--- src/fmsb_pkg.sv ---
// Types, codes and defaults shared by the filtered message slot buffer.
`timescale 1ns / 1ps

package fmsb_pkg;

    // Default sizes of the slot store.
    localparam int SLOTS_DEF         = 8;
    localparam int PAYLOAD_WIDTH_DEF = 32;

    // Operation codes carried in the func field.
    typedef enum logic [1:0] {
        FUNC_PUSH  = 2'd0,
        FUNC_POP   = 2'd1,
        FUNC_CLEAR = 2'd2
    } t_func;

    // System modes.
    typedef enum logic [1:0] {
        MODE_AUTODISC = 2'd0,
        MODE_LISTEN   = 2'd1,
        MODE_IDLE     = 2'd2,
        MODE_OTHER    = 2'd3
    } t_mode;

    // Sender role that the role filter rejects.
    localparam logic [1:0] ROLE_UNKNOWN = 2'd3;

    // Result status codes.
    typedef enum logic [2:0] {
        ST_STORED   = 3'd0,
        ST_MODE     = 3'd1,
        ST_DUP      = 3'd2,
        ST_ROUTED   = 3'd3,
        ST_FULL     = 3'd4,
        ST_POPPED   = 3'd5,
        ST_NOTFOUND = 3'd6,
        ST_CLEARED  = 3'd7
    } t_status;

    // Configuration register indexes.
    typedef enum logic [1:0] {
        CFG_DEDUP_ENABLE = 2'd0,
        CFG_ACCEPT_FIRST = 2'd1,
        CFG_ACCEPT_SECOND = 2'd2
    } t_cfg_index;

    // One input item.
    typedef struct packed {
        logic [1:0]  func;
        logic [7:0]  msg_type;
        logic [7:0]  node_id;
        logic [1:0]  node_type;
        logic        already_routed;
        logic [1:0]  system_mode;
        logic [31:0] payload;
    } t_in_item;

    // One result item.
    typedef struct packed {
        t_status     status;
        logic [7:0]  out_msg_type;
        logic [7:0]  out_node_id;
        logic [1:0]  out_node_type;
        logic [31:0] out_payload;
        logic [2:0]  out_slot;
    } t_out_item;

    // One configuration write.
    typedef struct packed {
        logic [1:0] reg_index;
        logic [7:0] wr_data;
    } t_cfg_wr;

    // Configuration register file.
    typedef struct packed {
        logic       dedup_enable;
        logic [7:0] accept_type_first;
        logic [7:0] accept_type_second;
    } t_cfg;

    // Searchable part of a stored slot.
    typedef struct packed {
        logic [7:0] msg_type;
        logic [7:0] node_id;
        logic [1:0] node_type;
    } t_key;

    // Slot store write request.
    typedef struct packed {
        logic en;
        t_key key;
    } t_mem_wr;

    // Outcome of comparing one slot against the current item.
    typedef struct packed {
        logic type_hit;
        logic dup_hit;
        logic free;
    } t_cmp;

endpackage

--- src/fmsb_chan_if.sv ---
// Valid/ready channel carrying one payload type.
`timescale 1ns / 1ps

interface fmsb_chan_if #(
    parameter type T = logic
);
    logic valid;
    logic ready;
    T     payload;

    modport source (output valid, output payload, input ready);
    modport sink   (input valid, input payload, output ready);
endinterface

--- src/fmsb_slot_mem.sv ---
// Slot store: one write port and one registered read port.
`timescale 1ns / 1ps

module fmsb_slot_mem #(
    parameter int SLOTS         = fmsb_pkg::SLOTS_DEF,
    parameter int PAYLOAD_WIDTH = fmsb_pkg::PAYLOAD_WIDTH_DEF,
    localparam int IDX_W        = (SLOTS > 1) ? $clog2(SLOTS) : 1
) (
    input  logic                     i_clk,
    input  fmsb_pkg::t_mem_wr        i_wr,
    input  logic [IDX_W-1:0]         i_wr_addr,
    input  logic [PAYLOAD_WIDTH-1:0] i_wr_payload,
    input  logic                     i_rd_en,
    input  logic [IDX_W-1:0]         i_rd_addr,
    output fmsb_pkg::t_key           o_rd_key,
    output logic [PAYLOAD_WIDTH-1:0] o_rd_payload
);

    fmsb_pkg::t_key           r_key_mem [SLOTS];
    logic [PAYLOAD_WIDTH-1:0] r_pay_mem [SLOTS];
    fmsb_pkg::t_key           r_rd_key;
    logic [PAYLOAD_WIDTH-1:0] r_rd_payload;

    // Write port.
    always_ff @(posedge i_clk) begin
        if (i_wr.en) begin
            r_key_mem[i_wr_addr] <= i_wr.key;
            r_pay_mem[i_wr_addr] <= i_wr_payload;
        end
    end

    // Registered read port.
    always_ff @(posedge i_clk) begin
        if (i_rd_en) begin
            r_rd_key     <= r_key_mem[i_rd_addr];
            r_rd_payload <= r_pay_mem[i_rd_addr];
        end
    end

    assign o_rd_key     = r_rd_key;
    assign o_rd_payload = r_rd_payload;

endmodule

--- src/fmsb_cmp.sv ---
// Shared compare unit: checks one slot read from the store against the item.
`timescale 1ns / 1ps

module fmsb_cmp (
    input  logic           i_live,
    input  logic [7:0]     i_msg_type,
    input  logic [7:0]     i_node_id,
    input  fmsb_pkg::t_key i_ent,
    output fmsb_pkg::t_cmp o_cmp
);

    logic type_eq;
    logic node_eq;

    assign type_eq = (i_ent.msg_type == i_msg_type);
    assign node_eq = (i_ent.node_id == i_node_id);

    // A slot only counts when its valid bit is set.
    assign o_cmp.type_hit = i_live && type_eq;
    assign o_cmp.dup_hit  = i_live && type_eq && node_eq;
    assign o_cmp.free     = !i_live;

endmodule

--- src/fmsb_ctrl.sv ---
// Sequencer: filters items, scans the slots one per cycle and forms results.
`timescale 1ns / 1ps

module fmsb_ctrl #(
    parameter int SLOTS         = fmsb_pkg::SLOTS_DEF,
    parameter int PAYLOAD_WIDTH = fmsb_pkg::PAYLOAD_WIDTH_DEF,
    localparam int IDX_W        = (SLOTS > 1) ? $clog2(SLOTS) : 1
) (
    input  logic                     i_clk,
    input  logic                     i_rst_n,
    fmsb_chan_if.sink                i_in,
    fmsb_chan_if.source              o_out,
    input  fmsb_pkg::t_cfg           i_cfg,
    output fmsb_pkg::t_mem_wr        o_mem_wr,
    output logic [IDX_W-1:0]         o_wr_addr,
    output logic [PAYLOAD_WIDTH-1:0] o_wr_payload,
    output logic                     o_rd_en,
    output logic [IDX_W-1:0]         o_rd_addr,
    input  fmsb_pkg::t_key           i_rd_key,
    input  logic [PAYLOAD_WIDTH-1:0] i_rd_payload
);

    localparam int CNT_W = $clog2(SLOTS + 1);

    typedef enum logic [1:0] {
        S_IDLE,
        S_SCAN,
        S_DONE
    } t_state;

    t_state              r_state,      n_state;
    fmsb_pkg::t_in_item  r_item,       n_item;
    logic [SLOTS-1:0]    r_valid,      n_valid;
    logic [CNT_W-1:0]    r_cnt,        n_cnt;
    logic                r_cmp_vld,    n_cmp_vld;
    logic [IDX_W-1:0]    r_cmp_idx,    n_cmp_idx;
    logic                r_free_found, n_free_found;
    logic [IDX_W-1:0]    r_free_idx,   n_free_idx;
    fmsb_pkg::t_out_item r_res,        n_res;
    fmsb_pkg::t_out_item r_out,        n_out;
    logic                r_out_vld,    n_out_vld;

    fmsb_pkg::t_cmp   cmp;
    logic             in_xfer;
    logic             last_slot;
    logic             free_found;
    logic [IDX_W-1:0] free_idx;
    logic             mode_drop;
    logic             role_drop;

    // Compare the slot whose read data has just come back.
    fmsb_cmp u_cmp (
        .i_live     (r_valid[r_cmp_idx]),
        .i_msg_type (r_item.msg_type),
        .i_node_id  (r_item.node_id),
        .i_ent      (i_rd_key),
        .o_cmp      (cmp)
    );

    assign i_in.ready  = (r_state == S_IDLE);
    assign in_xfer     = i_in.valid && i_in.ready;
    assign o_out.valid = r_out_vld;
    assign o_out.payload = r_out;

    // Read address runs one slot ahead of the compare.
    assign o_rd_en   = (r_state == S_SCAN) && (r_cnt < CNT_W'(SLOTS));
    assign o_rd_addr = r_cnt[IDX_W-1:0];

    assign last_slot  = (r_cmp_idx == IDX_W'(SLOTS - 1));
    assign free_found = r_free_found || cmp.free;
    assign free_idx   = r_free_found ? r_free_idx : r_cmp_idx;

    assign o_wr_addr    = free_idx;
    assign o_wr_payload = PAYLOAD_WIDTH'(r_item.payload);

    // Mode filter on the arriving item.
    always_comb begin
        mode_drop = 1'b0;
        case (i_in.payload.system_mode)
            fmsb_pkg::MODE_AUTODISC, fmsb_pkg::MODE_LISTEN: begin
                mode_drop = (i_in.payload.msg_type != i_cfg.accept_type_first) &&
                            (i_in.payload.msg_type != i_cfg.accept_type_second);
            end
            fmsb_pkg::MODE_IDLE: begin
                mode_drop = 1'b1;
            end
            default: begin
                mode_drop = 1'b0;
            end
        endcase
    end

    // Role and routing filter on the held item.
    assign role_drop = i_cfg.dedup_enable &&
                       ((r_item.node_type == fmsb_pkg::ROLE_UNKNOWN) || r_item.already_routed);

    // Next-state logic of the sequencer.
    always_comb begin
        n_state      = r_state;
        n_item       = r_item;
        n_valid      = r_valid;
        n_cnt        = r_cnt;
        n_cmp_vld    = r_cmp_vld;
        n_cmp_idx    = r_cmp_idx;
        n_free_found = r_free_found;
        n_free_idx   = r_free_idx;
        n_res        = r_res;
        n_out        = r_out;
        n_out_vld    = r_out_vld;

        o_mem_wr.en  = 1'b0;
        o_mem_wr.key = '{msg_type: r_item.msg_type, node_id: r_item.node_id,
                         node_type: r_item.node_type};

        // The output register empties on a transfer.
        if (r_out_vld && o_out.ready) begin
            n_out_vld = 1'b0;
        end

        case (r_state)
            S_IDLE: begin
                if (in_xfer) begin
                    n_item       = i_in.payload;
                    n_cnt        = '0;
                    n_cmp_vld    = 1'b0;
                    n_free_found = 1'b0;
                    n_res        = '0;
                    n_res.status = fmsb_pkg::ST_NOTFOUND;
                    n_state      = S_DONE;
                    case (i_in.payload.func)
                        fmsb_pkg::FUNC_PUSH: begin
                            if (mode_drop) begin
                                n_res.status = fmsb_pkg::ST_MODE;
                            end else begin
                                n_state = S_SCAN;
                            end
                        end
                        fmsb_pkg::FUNC_POP: begin
                            n_state = S_SCAN;
                        end
                        fmsb_pkg::FUNC_CLEAR: begin
                            n_valid      = '0;
                            n_res.status = fmsb_pkg::ST_CLEARED;
                        end
                        default: begin
                            n_res.status = fmsb_pkg::ST_NOTFOUND;
                        end
                    endcase
                end
            end

            S_SCAN: begin
                n_cmp_vld = o_rd_en;
                n_cmp_idx = r_cnt[IDX_W-1:0];
                if (o_rd_en) begin
                    n_cnt = r_cnt + CNT_W'(1);
                end
                if (r_cmp_vld) begin
                    if (r_item.func == fmsb_pkg::FUNC_POP) begin
                        // Pop frees the lowest valid slot of the asked type.
                        if (cmp.type_hit) begin
                            n_valid[r_cmp_idx]  = 1'b0;
                            n_res.status        = fmsb_pkg::ST_POPPED;
                            n_res.out_msg_type  = i_rd_key.msg_type;
                            n_res.out_node_id   = i_rd_key.node_id;
                            n_res.out_node_type = i_rd_key.node_type;
                            n_res.out_payload   = 32'(i_rd_payload);
                            n_res.out_slot      = 3'(r_cmp_idx);
                            n_state             = S_DONE;
                        end else if (last_slot) begin
                            n_res.status = fmsb_pkg::ST_NOTFOUND;
                            n_state      = S_DONE;
                        end
                    end else if (i_cfg.dedup_enable && cmp.dup_hit) begin
                        n_res.status = fmsb_pkg::ST_DUP;
                        n_state      = S_DONE;
                    end else begin
                        // Remember the lowest free slot while scanning.
                        if (cmp.free && !r_free_found) begin
                            n_free_found = 1'b1;
                            n_free_idx   = r_cmp_idx;
                        end
                        if (last_slot) begin
                            n_state = S_DONE;
                            if (role_drop) begin
                                n_res.status = fmsb_pkg::ST_ROUTED;
                            end else if (free_found) begin
                                o_mem_wr.en       = 1'b1;
                                n_valid[free_idx] = 1'b1;
                                n_res.status      = fmsb_pkg::ST_STORED;
                                n_res.out_slot    = 3'(free_idx);
                            end else begin
                                n_res.status = fmsb_pkg::ST_FULL;
                            end
                        end
                    end
                end
            end

            S_DONE: begin
                // Hand the result over once the output register is free.
                if (!r_out_vld || o_out.ready) begin
                    n_out     = r_res;
                    n_out_vld = 1'b1;
                    n_state   = S_IDLE;
                end
            end

            default: begin
                n_state = S_IDLE;
            end
        endcase
    end

    // State and registered outputs.
    always_ff @(posedge i_clk) begin
        if (!i_rst_n) begin
            r_state   <= S_IDLE;
            r_valid   <= '0;
            r_cmp_vld <= 1'b0;
            r_out_vld <= 1'b0;
        end else begin
            r_state      <= n_state;
            r_item       <= n_item;
            r_valid      <= n_valid;
            r_cnt        <= n_cnt;
            r_cmp_vld    <= n_cmp_vld;
            r_cmp_idx    <= n_cmp_idx;
            r_free_found <= n_free_found;
            r_free_idx   <= n_free_idx;
            r_res        <= n_res;
            r_out        <= n_out;
            r_out_vld    <= n_out_vld;
        end
    end

endmodule

--- src/filtered_message_slot_buffer.sv ---
// A push or a pop that misses scans every slot before the input is free again; the store's
// single registered read port gives one slot a cycle.
// A duplicate push or a pop that hits, found at slot k, ends the scan at that slot.
// A mode-filtered push, a clear or an unused code skips the scan; a held result adds its stall.
// The result becomes valid in the same cycle as the input becomes ready again.
// Synchronous active-low reset empties the buffer and loads the configuration defaults.
`timescale 1ns / 1ps

module filtered_message_slot_buffer #(
    parameter int SLOTS         = fmsb_pkg::SLOTS_DEF,
    parameter int PAYLOAD_WIDTH = fmsb_pkg::PAYLOAD_WIDTH_DEF
) (
    input  logic        i_clk,
    input  logic        i_rst_n,
    fmsb_chan_if.sink   i_in,
    fmsb_chan_if.source o_out,
    fmsb_chan_if.sink   i_cfg
);

    localparam int IDX_W = (SLOTS > 1) ? $clog2(SLOTS) : 1;

    fmsb_pkg::t_cfg           r_cfg;
    fmsb_pkg::t_mem_wr        mem_wr;
    logic [IDX_W-1:0]         wr_addr;
    logic [PAYLOAD_WIDTH-1:0] wr_payload;
    logic                     rd_en;
    logic [IDX_W-1:0]         rd_addr;
    fmsb_pkg::t_key           rd_key;
    logic [PAYLOAD_WIDTH-1:0] rd_payload;

    // Configuration writes are taken in every cycle.
    assign i_cfg.ready = 1'b1;

    always_ff @(posedge i_clk) begin
        if (!i_rst_n) begin
            r_cfg.dedup_enable       <= 1'b1;
            r_cfg.accept_type_first  <= 8'd0;
            r_cfg.accept_type_second <= 8'd1;
        end else if (i_cfg.valid) begin
            case (i_cfg.payload.reg_index)
                fmsb_pkg::CFG_DEDUP_ENABLE: begin
                    r_cfg.dedup_enable <= i_cfg.payload.wr_data[0];
                end
                fmsb_pkg::CFG_ACCEPT_FIRST: begin
                    r_cfg.accept_type_first <= i_cfg.payload.wr_data;
                end
                fmsb_pkg::CFG_ACCEPT_SECOND: begin
                    r_cfg.accept_type_second <= i_cfg.payload.wr_data;
                end
                default: begin
                    r_cfg <= r_cfg;
                end
            endcase
        end
    end

    // Sequencer with the shared compare unit.
    fmsb_ctrl #(
        .SLOTS         (SLOTS),
        .PAYLOAD_WIDTH (PAYLOAD_WIDTH)
    ) u_ctrl (
        .i_clk        (i_clk),
        .i_rst_n      (i_rst_n),
        .i_in         (i_in),
        .o_out        (o_out),
        .i_cfg        (r_cfg),
        .o_mem_wr     (mem_wr),
        .o_wr_addr    (wr_addr),
        .o_wr_payload (wr_payload),
        .o_rd_en      (rd_en),
        .o_rd_addr    (rd_addr),
        .i_rd_key     (rd_key),
        .i_rd_payload (rd_payload)
    );

    // Slot contents.
    fmsb_slot_mem #(
        .SLOTS         (SLOTS),
        .PAYLOAD_WIDTH (PAYLOAD_WIDTH)
    ) u_mem (
        .i_clk        (i_clk),
        .i_wr         (mem_wr),
        .i_wr_addr    (wr_addr),
        .i_wr_payload (wr_payload),
        .i_rd_en      (rd_en),
        .i_rd_addr    (rd_addr),
        .o_rd_key     (rd_key),
        .o_rd_payload (rd_payload)
    );

endmodule

--- src/flat_wrapper.sv ---
// flat-port wrapper written by rule: the top's interface ports become plain ports
module filtered_message_slot_buffer_flat import fmsb_pkg::*;
#(
    parameter int SLOTS         = fmsb_pkg::SLOTS_DEF,
    parameter int PAYLOAD_WIDTH = fmsb_pkg::PAYLOAD_WIDTH_DEF
)
  (i_clk, i_rst_n, i_in_valid, i_in_payload, i_in_ready, o_out_valid, o_out_payload, o_out_ready, i_cfg_valid, i_cfg_payload, i_cfg_ready);
  fmsb_chan_if #(.T(t_in_item)) i_in_i ();
  fmsb_chan_if #(.T(t_out_item)) o_out_i ();
  fmsb_chan_if #(.T(t_cfg_wr)) i_cfg_i ();
  input  logic i_clk;
  input  logic i_rst_n;
  input wire logic [$bits(i_in_i.valid)-1:0] i_in_valid;
  input wire logic [$bits(i_in_i.payload)-1:0] i_in_payload;
  output wire logic [$bits(i_in_i.ready)-1:0] i_in_ready;
  output wire logic [$bits(o_out_i.valid)-1:0] o_out_valid;
  output wire logic [$bits(o_out_i.payload)-1:0] o_out_payload;
  input wire logic [$bits(o_out_i.ready)-1:0] o_out_ready;
  input wire logic [$bits(i_cfg_i.valid)-1:0] i_cfg_valid;
  input wire logic [$bits(i_cfg_i.payload)-1:0] i_cfg_payload;
  output wire logic [$bits(i_cfg_i.ready)-1:0] i_cfg_ready;
  assign i_in_i.valid = i_in_valid;
  assign i_in_i.payload = i_in_payload;
  assign i_in_ready = i_in_i.ready;
  assign o_out_valid = o_out_i.valid;
  assign o_out_payload = o_out_i.payload;
  assign o_out_i.ready = o_out_ready;
  assign i_cfg_i.valid = i_cfg_valid;
  assign i_cfg_i.payload = i_cfg_payload;
  assign i_cfg_ready = i_cfg_i.ready;
  filtered_message_slot_buffer #(.SLOTS(SLOTS), .PAYLOAD_WIDTH(PAYLOAD_WIDTH)) u_core (.i_clk(i_clk), .i_rst_n(i_rst_n), .i_in(i_in_i), .o_out(o_out_i), .i_cfg(i_cfg_i));
endmodule
--- config.mk ---
export PLATFORM = sky130hd
export DESIGN_NAME = filtered_message_slot_buffer_flat
export DESIGN_NICKNAME = d
export VERILOG_FILES = /design/src/fmsb_pkg.sv /design/src/fmsb_chan_if.sv /design/src/fmsb_slot_mem.sv /design/src/fmsb_cmp.sv /design/src/fmsb_ctrl.sv /design/src/filtered_message_slot_buffer.sv /design/src/flat_wrapper.sv
export SDC_FILE = /design/constraint.sdc
export NUM_CORES = 1
export LEC_CHECK = 0
export ABC_AREA = 0
export BUFFER_PORTS_ARGS = -buffer_cell sky130_fd_sc_hd__buf_2
export CAP_MARGIN = 20
export CORE_UTILIZATION = 55
export DETAILED_ROUTE_END_ITERATION = 10
export PLACE_DENSITY = 0.76
export SKIP_CTS_REPAIR_TIMING = 1
export SYNTH_ARGS = -nofsm -noshare
export SYNTH_HDL_FRONTEND = slang
export SYNTH_HIERARCHICAL = 1
export SYNTH_SLANG_ARGS = --single-unit
--- constraint.sdc ---
create_clock -name i_clk -period 6.2 [get_ports i_clk]
set_clock_uncertainty 0.2 [all_clocks]
set_input_delay 0.31 -clock i_clk [delete_from_list [all_inputs] [get_ports i_clk]]
set_output_delay 0.31 -clock i_clk [all_outputs]
set_load 0.01 [all_outputs]
After elaboration in Yosys (flattened, before gate mapping)
Memory sizes are Yosys's and may differ from the RTL's. A register that Yosys moved wholly into a read port is not among the register bits.
Index checks and enable logic that the tools add are counted.
{ "word_totals": {"elab_cells": 181, "register_bits": 205, "mem_bits_rw": 400, "mem_count": 2, "in_bits": 70, "out_inout_bits": 59} }
{ "mem_list": {"columns": ["memory", "depth", "width", "rd", "rd_ports_with_merged_regs", "wr", "line", "source"], "rows": [
  ["u_core.u_mem.r_pay_mem", 8, 32, 1, 1, 1, "fmsb_slot_mem.sv:20", "logic [PAYLOAD_WIDTH-1:0] r_pay_mem [SLOTS];"],
  ["u_core.u_mem.r_key_mem", 8, 18, 1, 1, 1, "fmsb_slot_mem.sv:19", "fmsb_pkg::t_key r_key_mem [SLOTS];"]
]} }
{ "classes": {"addsub": 1, "n_lt_le_gt_ge": 5, "n_reduce_logical": 38, "n_eq_ne": 32, "muxes": 69, "bitwise": 5} }
{ "ops": {"columns": ["op", "n"], "rows": [
  ["$mux 56", 2],
  ["$pmux 56 s2", 1],
  ["$mux 8", 9],
  ["$mux 53", 1],
  ["$mux 50", 1],
  ["$mux 3", 14],
  ["$mux 1", 20],
  ["$reduce_and 6->1", 3],
  ["$reduce_and 9->1", 2],
  ["$eq 8x8->1", 2],
  ["$mux 2", 8],
  ["$ne 8x8->1", 2],
  ["$pmux 8 s2", 1],
  ["$logic_and 1x1->1", 11],
  ["$eq 2x1->1 const B", 5],
  ["$eq 2x2->1 const B", 5],
  ["$ne 2x1->1 const B", 5],
  ["$ne 2x2->1 const B", 5],
  ["$reduce_and 2->1", 5],
  ["$ne 3x2->1 const B", 3],
  ["$reduce_and 3->1", 3],
  ["$and 8x8->8", 1],
  ["$logic_not 2->1", 4],
  ["$lt 3x4->1 const B", 2],
  ["24 further kinds", 35]
]} }

Depth between registers and ports, before layout
{ "depth": {"ltp_word": 13, "mapped_depth": 12, "ltp_nobuf": 10} }

Cells and area by module
The synthesis kept the hierarchy.
{ "modules_own_cells": {"columns": ["mod", "cells_per_inst", "seq_area_each_um2", "instances", "area_per_inst_um2"], "rows": [
  ["fmsb_slot_mem", 641, 13513.0, 1, 16951.3],
  ["fmsb_ctrl", 457, 5525.3, 1, 7332.0],
  ["filtered_message_slot_buffer", 70, 340.3, 1, 690.7],
  ["fmsb_cmp", 23, 0.0, 1, 186.4]
]} }

Least setup slack after synthesis
OpenSTA, ideal clock, no wires.
{ "synth_timing": {"path_type": "reg-to-reg", "startpoint": "reg u_core.u_ctrl.r_cmp_idx[1]", "endpoint": "mem u_core/u_mem/r_key_mem[2][0] in the netlist's numbering, enable pin", "period_less_slack_ps": 6481, "setup_time_ps": 519, "n_path_buf": 1, "arrival_time_ps": 5762, "slack_ps": -281, "t_required_ps": 5481, "path_stages_with_launch": 12, "path_cell_list": "edfxtp_1 -> buf_4 -> mux4_2 -> mux2_2 -> inv_1 -> nor4_2 -> and3_1 -> a211o_1 -> nand2_1 -> nor4b_1 -> nand2_1 -> nor3_1"} }
{ "synth_rtl": {"columns": ["item", "line", "source"], "rows": [
  ["start, declared", "fmsb_ctrl.sv:36", "logic [IDX_W-1:0] r_cmp_idx, n_cmp_idx;"],
  ["start signal, assigned", "fmsb_ctrl.sv:228", "r_cmp_idx <= n_cmp_idx;"],
  ["end, declared", "fmsb_slot_mem.sv:19", null]
]} }

==> impl_metrics.sql <==
INSERT INTO impl_metrics (metric_group, metric, value, unit) VALUES
('run_status', 'status', 'finished clean', ''),
('synth', 'netlist_area', '25200', 'µm²'),
('placed_design', 'place.port_buffers', '127', ''),
('power_and_ir_drop', 'pwr_density_cell', '314', 'nW/µm²'),
('synth', 'primary_ff_master_synth', 'sky130_fd_sc_hd__edfxtp_1', ''),
('timing', 'max_slew_violations', '0', ''),
('synth', 'ys_types', '57', ''),
('power_and_ir_drop', 'ir_drop', '0.000233', 'V'),
('die', 'design.portCount', '129', ''),
('critical_path', 'critPathArrivalTime', '4.73', 'ns'),
('synth', 'synthesis.area_per_instance', '21.1', 'µm²'),
('critical_path', 'worst_r2r_startpoint', 'u_core/u_ctrl/r_cmp_idx[1]$_DFFE_PP_', ''),
('die', 'die-width', '216', 'µm'),
('synth', 'async_reset_ff_share', '0', '%'),
('route', 'detail_route.drc_violations', '0', ''),
('layout', 'utilization', '63.6', '%'),
('timing', 'fin_setup_tns', '0', 'ns'),
('route', 'detail_route.wirelength', '48100', 'µm'),
('timing', 'post-route-min-period', '4.62', 'ns'),
('route', 'vias_per_cell', '5.81', ''),
('die', 'floorplan.core_area', '45300', 'µm²'),
('placed_design', 'dp_hpwl', '24800', 'µm'),
('synth', 'synth.yosys.warnings', '6', ''),
('route', 'detail_route.first_pass.iterations', '5', ''),
('clocking', 'worst_skew_pair.late_latency', '0.63', 'ns'),
('clocking', 'clock_tree_from_tritoncts', 'done', ''),
('clocking', 'tritoncts_num_sinks', '655', ''),
('run', 'drv_cap', '0', ''),
('layout', 'stdcell_area', '28800', 'µm²'),
('timing', 'timing_hold_violations_final', '0', ''),
('critical_path', 'required', '6.30', 'ns'),
('clocking', 'maximum_clock_insertion_buffer_count', '3', ''),
('clocking', 'cts-buffers-inserted', '61', ''),
('die', 'die-height', '216', 'µm'),
('synth', 'yosys_register_bits', '655', ''),
('synth', 'yosys.area.top_type_share', '74.7', '%'),
('hold_path', 'hp-class', 'primary input to flip-flop', ''),
('layout', 'finalNetCount', '1442', ''),
('grt', 'grt_pass1_vias', '11610', ''),
('critical_path', 'critical_path.startpoint_type', 'flip-flop', ''),
('critical_path', 'critical-path-max-stage-delay', '0.81', 'ns'),
('synth', 'yosysMostFrequentCell', 'sky130_fd_sc_hd__edfxtp_1', ''),
('critical_path', 'critPathLaunch', 'u_core/u_ctrl/r_cmp_idx[1]$_DFFE_PP_', ''),
('layout', 'syn_to_final_growth', '14.4', '%'),
('power_and_ir_drop', 'totalPowerFinal', '9.04', 'mW'),
('synth', 'yosysSeqAreaShare', '77.0', '%'),
('clocking', 'cts_max_level', '2', ''),
('clocking', 'cts_root_buf', 'sky130_fd_sc_hd__clkbuf_16', ''),
('critical_path', 'slowest_stage', 'sky130_fd_sc_hd__nor2_4', ''),
('grt', 'first_pass_grt_wire_length', '69700', 'µm'),
('critical_path', 'critical_path_class', 'flip-flop to flip-flop', ''),
('placed_design', 'final_estimated_routing_congestion_in_global_placement', '0.848', ''),
('critical_path', 'critPathCaptureType', 'flip-flop', ''),
('layout', 'fillerInstances', '2930', ''),
('layout', 'drive_gt1_share', '22.5', '%'),
('layout', 'diodes', '0', ''),
('timing', 'max-slew-margin-rel', '37.1', '%'),
('timing', 'tightestPinTransition', '0.941', 'ns'),
('route', 'postRouteAntennaNets', '0', ''),
('route', 'routedWlPerCell', '23.8', 'µm'),
('timing', 'fmax_achieved', '216', 'MHz'),
('synth', 'yosysTopAreaCell', 'sky130_fd_sc_hd__edfxtp_1', ''),
('power_and_ir_drop', 'leakagePower', '9.72', 'nW'),
('route', 'vias', '11763', ''),
('timing', 'fin_worst_hold_slack', '0.0108', 'ns'),
('timing', 'grt_setup_unrepaired', 'false', ''),
('synth', 'netlist_instances', '1191', ''),
('hold_path', 'hp-start', 'i_in_payload[32]', ''),
('route', 'drt_iter0_drc', '1082', ''),
('timing', 'timing.final.crit_share', '74.6', '%'),
('die', 'core.rowCount', '78', '');
[worst paths after layout]
kind	cells after the start	end	slack, ns
setup / recovery	11	u_core/u_mem/r_pay_mem[4][14]$_DFFE_PP_	1.58
hold / removal	5	u_core/u_ctrl/r_state[0]$_SDFFE_PN0P_	0.01
setup reg to reg	11	u_core/u_mem/r_pay_mem[4][14]$_DFFE_PP_	1.58
hold reg to reg	0	u_core/u_ctrl/o_out.payload[42]$_DFFE_PP_	0.22
[area by class of cell]
| cell class | count | area (µm²) | share of cell area, % |
|---|---|---|---|
| clock buffers | 80 | 1630 | 5.65 |
| flip-flops and latches | 655 | 19400 | 67.3 |
| repair buffers | 217 | 1480 | 5.15 |
| inverters | 7 | 26.3 | 0.0913 |
| well taps | 600 | 751 | 2.61 |
| clock inverters | 35 | 359 | 1.25 |
| multi-input cells | 429 | 5160 | 17.9 |
[metrics by stage]
stage | std cells | worst slack [ns]
CTS | 1955 | 1.61
floorplan | 1191 | 1.06
detailed placement | 1840 | 1.63
global placement | 1840 | 1.71
finish | 2023 | 1.58
global route | 2023 | 1.43
[cell usage in the layout, fill, tap and decap left out, types with 9 or more instances in the layout]
master / instances
sky130_fd_sc_hd__and2_1: 53
sky130_fd_sc_hd__nor2_1: 15
sky130_fd_sc_hd__clkinv_1: 9
sky130_fd_sc_hd__xor2_1: 10
sky130_fd_sc_hd__clkbuf_1: 16
sky130_fd_sc_hd__dfxtp_1: 29
sky130_fd_sc_hd__clkinv_2: 14
sky130_fd_sc_hd__edfxtp_1: 626
sky130_fd_sc_hd__clkbuf_16: 61
sky130_fd_sc_hd__nor2_4: 9
sky130_fd_sc_hd__nand2_1: 44
sky130_fd_sc_hd__nor3_1: 10
sky130_fd_sc_hd__mux4_1: 100
sky130_fd_sc_hd__a21oi_1: 10
sky130_fd_sc_hd__buf_2: 127
sky130_fd_sc_hd__mux2_2: 52
sky130_fd_sc_hd__xnor2_1: 24
sky130_fd_sc_hd__buf_4: 22
sky130_fd_sc_hd__mux2i_1: 17
sky130_fd_sc_hd__dlygate4sd3_1: 68
[power breakdown]
group          internal [mW]  switching [mW]  total, mW  leakage [nW]
clock                   2.11            1.60       3.71         0.969
sequential              4.92          0.0586       4.98          5.92
combinational          0.164           0.188      0.352          2.83
total                   7.19            1.85       9.04          9.72
[state kept, by name (all words and copies together) (netlist names)]
| signal | count |
|---|---|
| u_core/u_mem/r_pay_mem | 256 |
| u_core/u_mem/r_key_mem | 144 |
| u_core/u_ctrl/o_out.payload | 56 |
| u_core/u_ctrl/r_res | 56 |
| u_core/u_ctrl/o_wr_payload | 32 |
| u_core/u_mem/o_rd_payload | 32 |
| u_core/u_ctrl/o_mem_wr | 18 |
| u_core/u_mem/o_rd_key | 18 |
| u_core/r_cfg | 17 |
| u_core/u_ctrl/r_valid | 8 |
| u_core/u_ctrl/r_cnt | 4 |
| u_core/u_ctrl/r_cmp_idx | 3 |
| u_core/u_ctrl/r_free_idx | 3 |
| u_core/u_ctrl/r_item | 3 |
| u_core/u_ctrl/r_state | 2 |
| u_core/u_ctrl/o_out.valid | 1 |
| u_core/u_ctrl/r_cmp_vld | 1 |
| u_core/u_ctrl/r_free_found | 1 |
[cell families after synthesis]
| logic type | count (synthesis) | share of synthesized area, % |
|---|---|---|
| flops | 655 | 77.0 |
| simple gates | 174 | 3.72 |
| mux | 171 | 13.6 |
| buf+inv | 107 | 2.86 |
| compound gates | 48 | 1.53 |
| xor+xnor | 34 | 1.18 |
| fa+ha+maj | 1 | 0.0497 |
| other cells | 1 | 0.0149 |
[layer usage]
layer / global-route usage [%] / part of all wire, % / up-vias
met5: 0 / 0 / -
met4: 5.74 / 2.3 / 0
met3: 3.40 / 5.4 / 89
met2: 33.7 / 51 / 405
met1: 27.3 / 41 / 6110
li1: - / - / 5159
[critical path: cells and delay by family, from the launching register on]
kind | cells | cell delay, ns
AO/OA/AOI/OAI | 1 | 0.29
buffers and inverters | 2 | 0.53
flip-flops | 1 | 0.55
multiplexers | 2 | 0.85
AND/OR/NAND/NOR | 6 | 1.89
(Power assumes the default switching activity.)
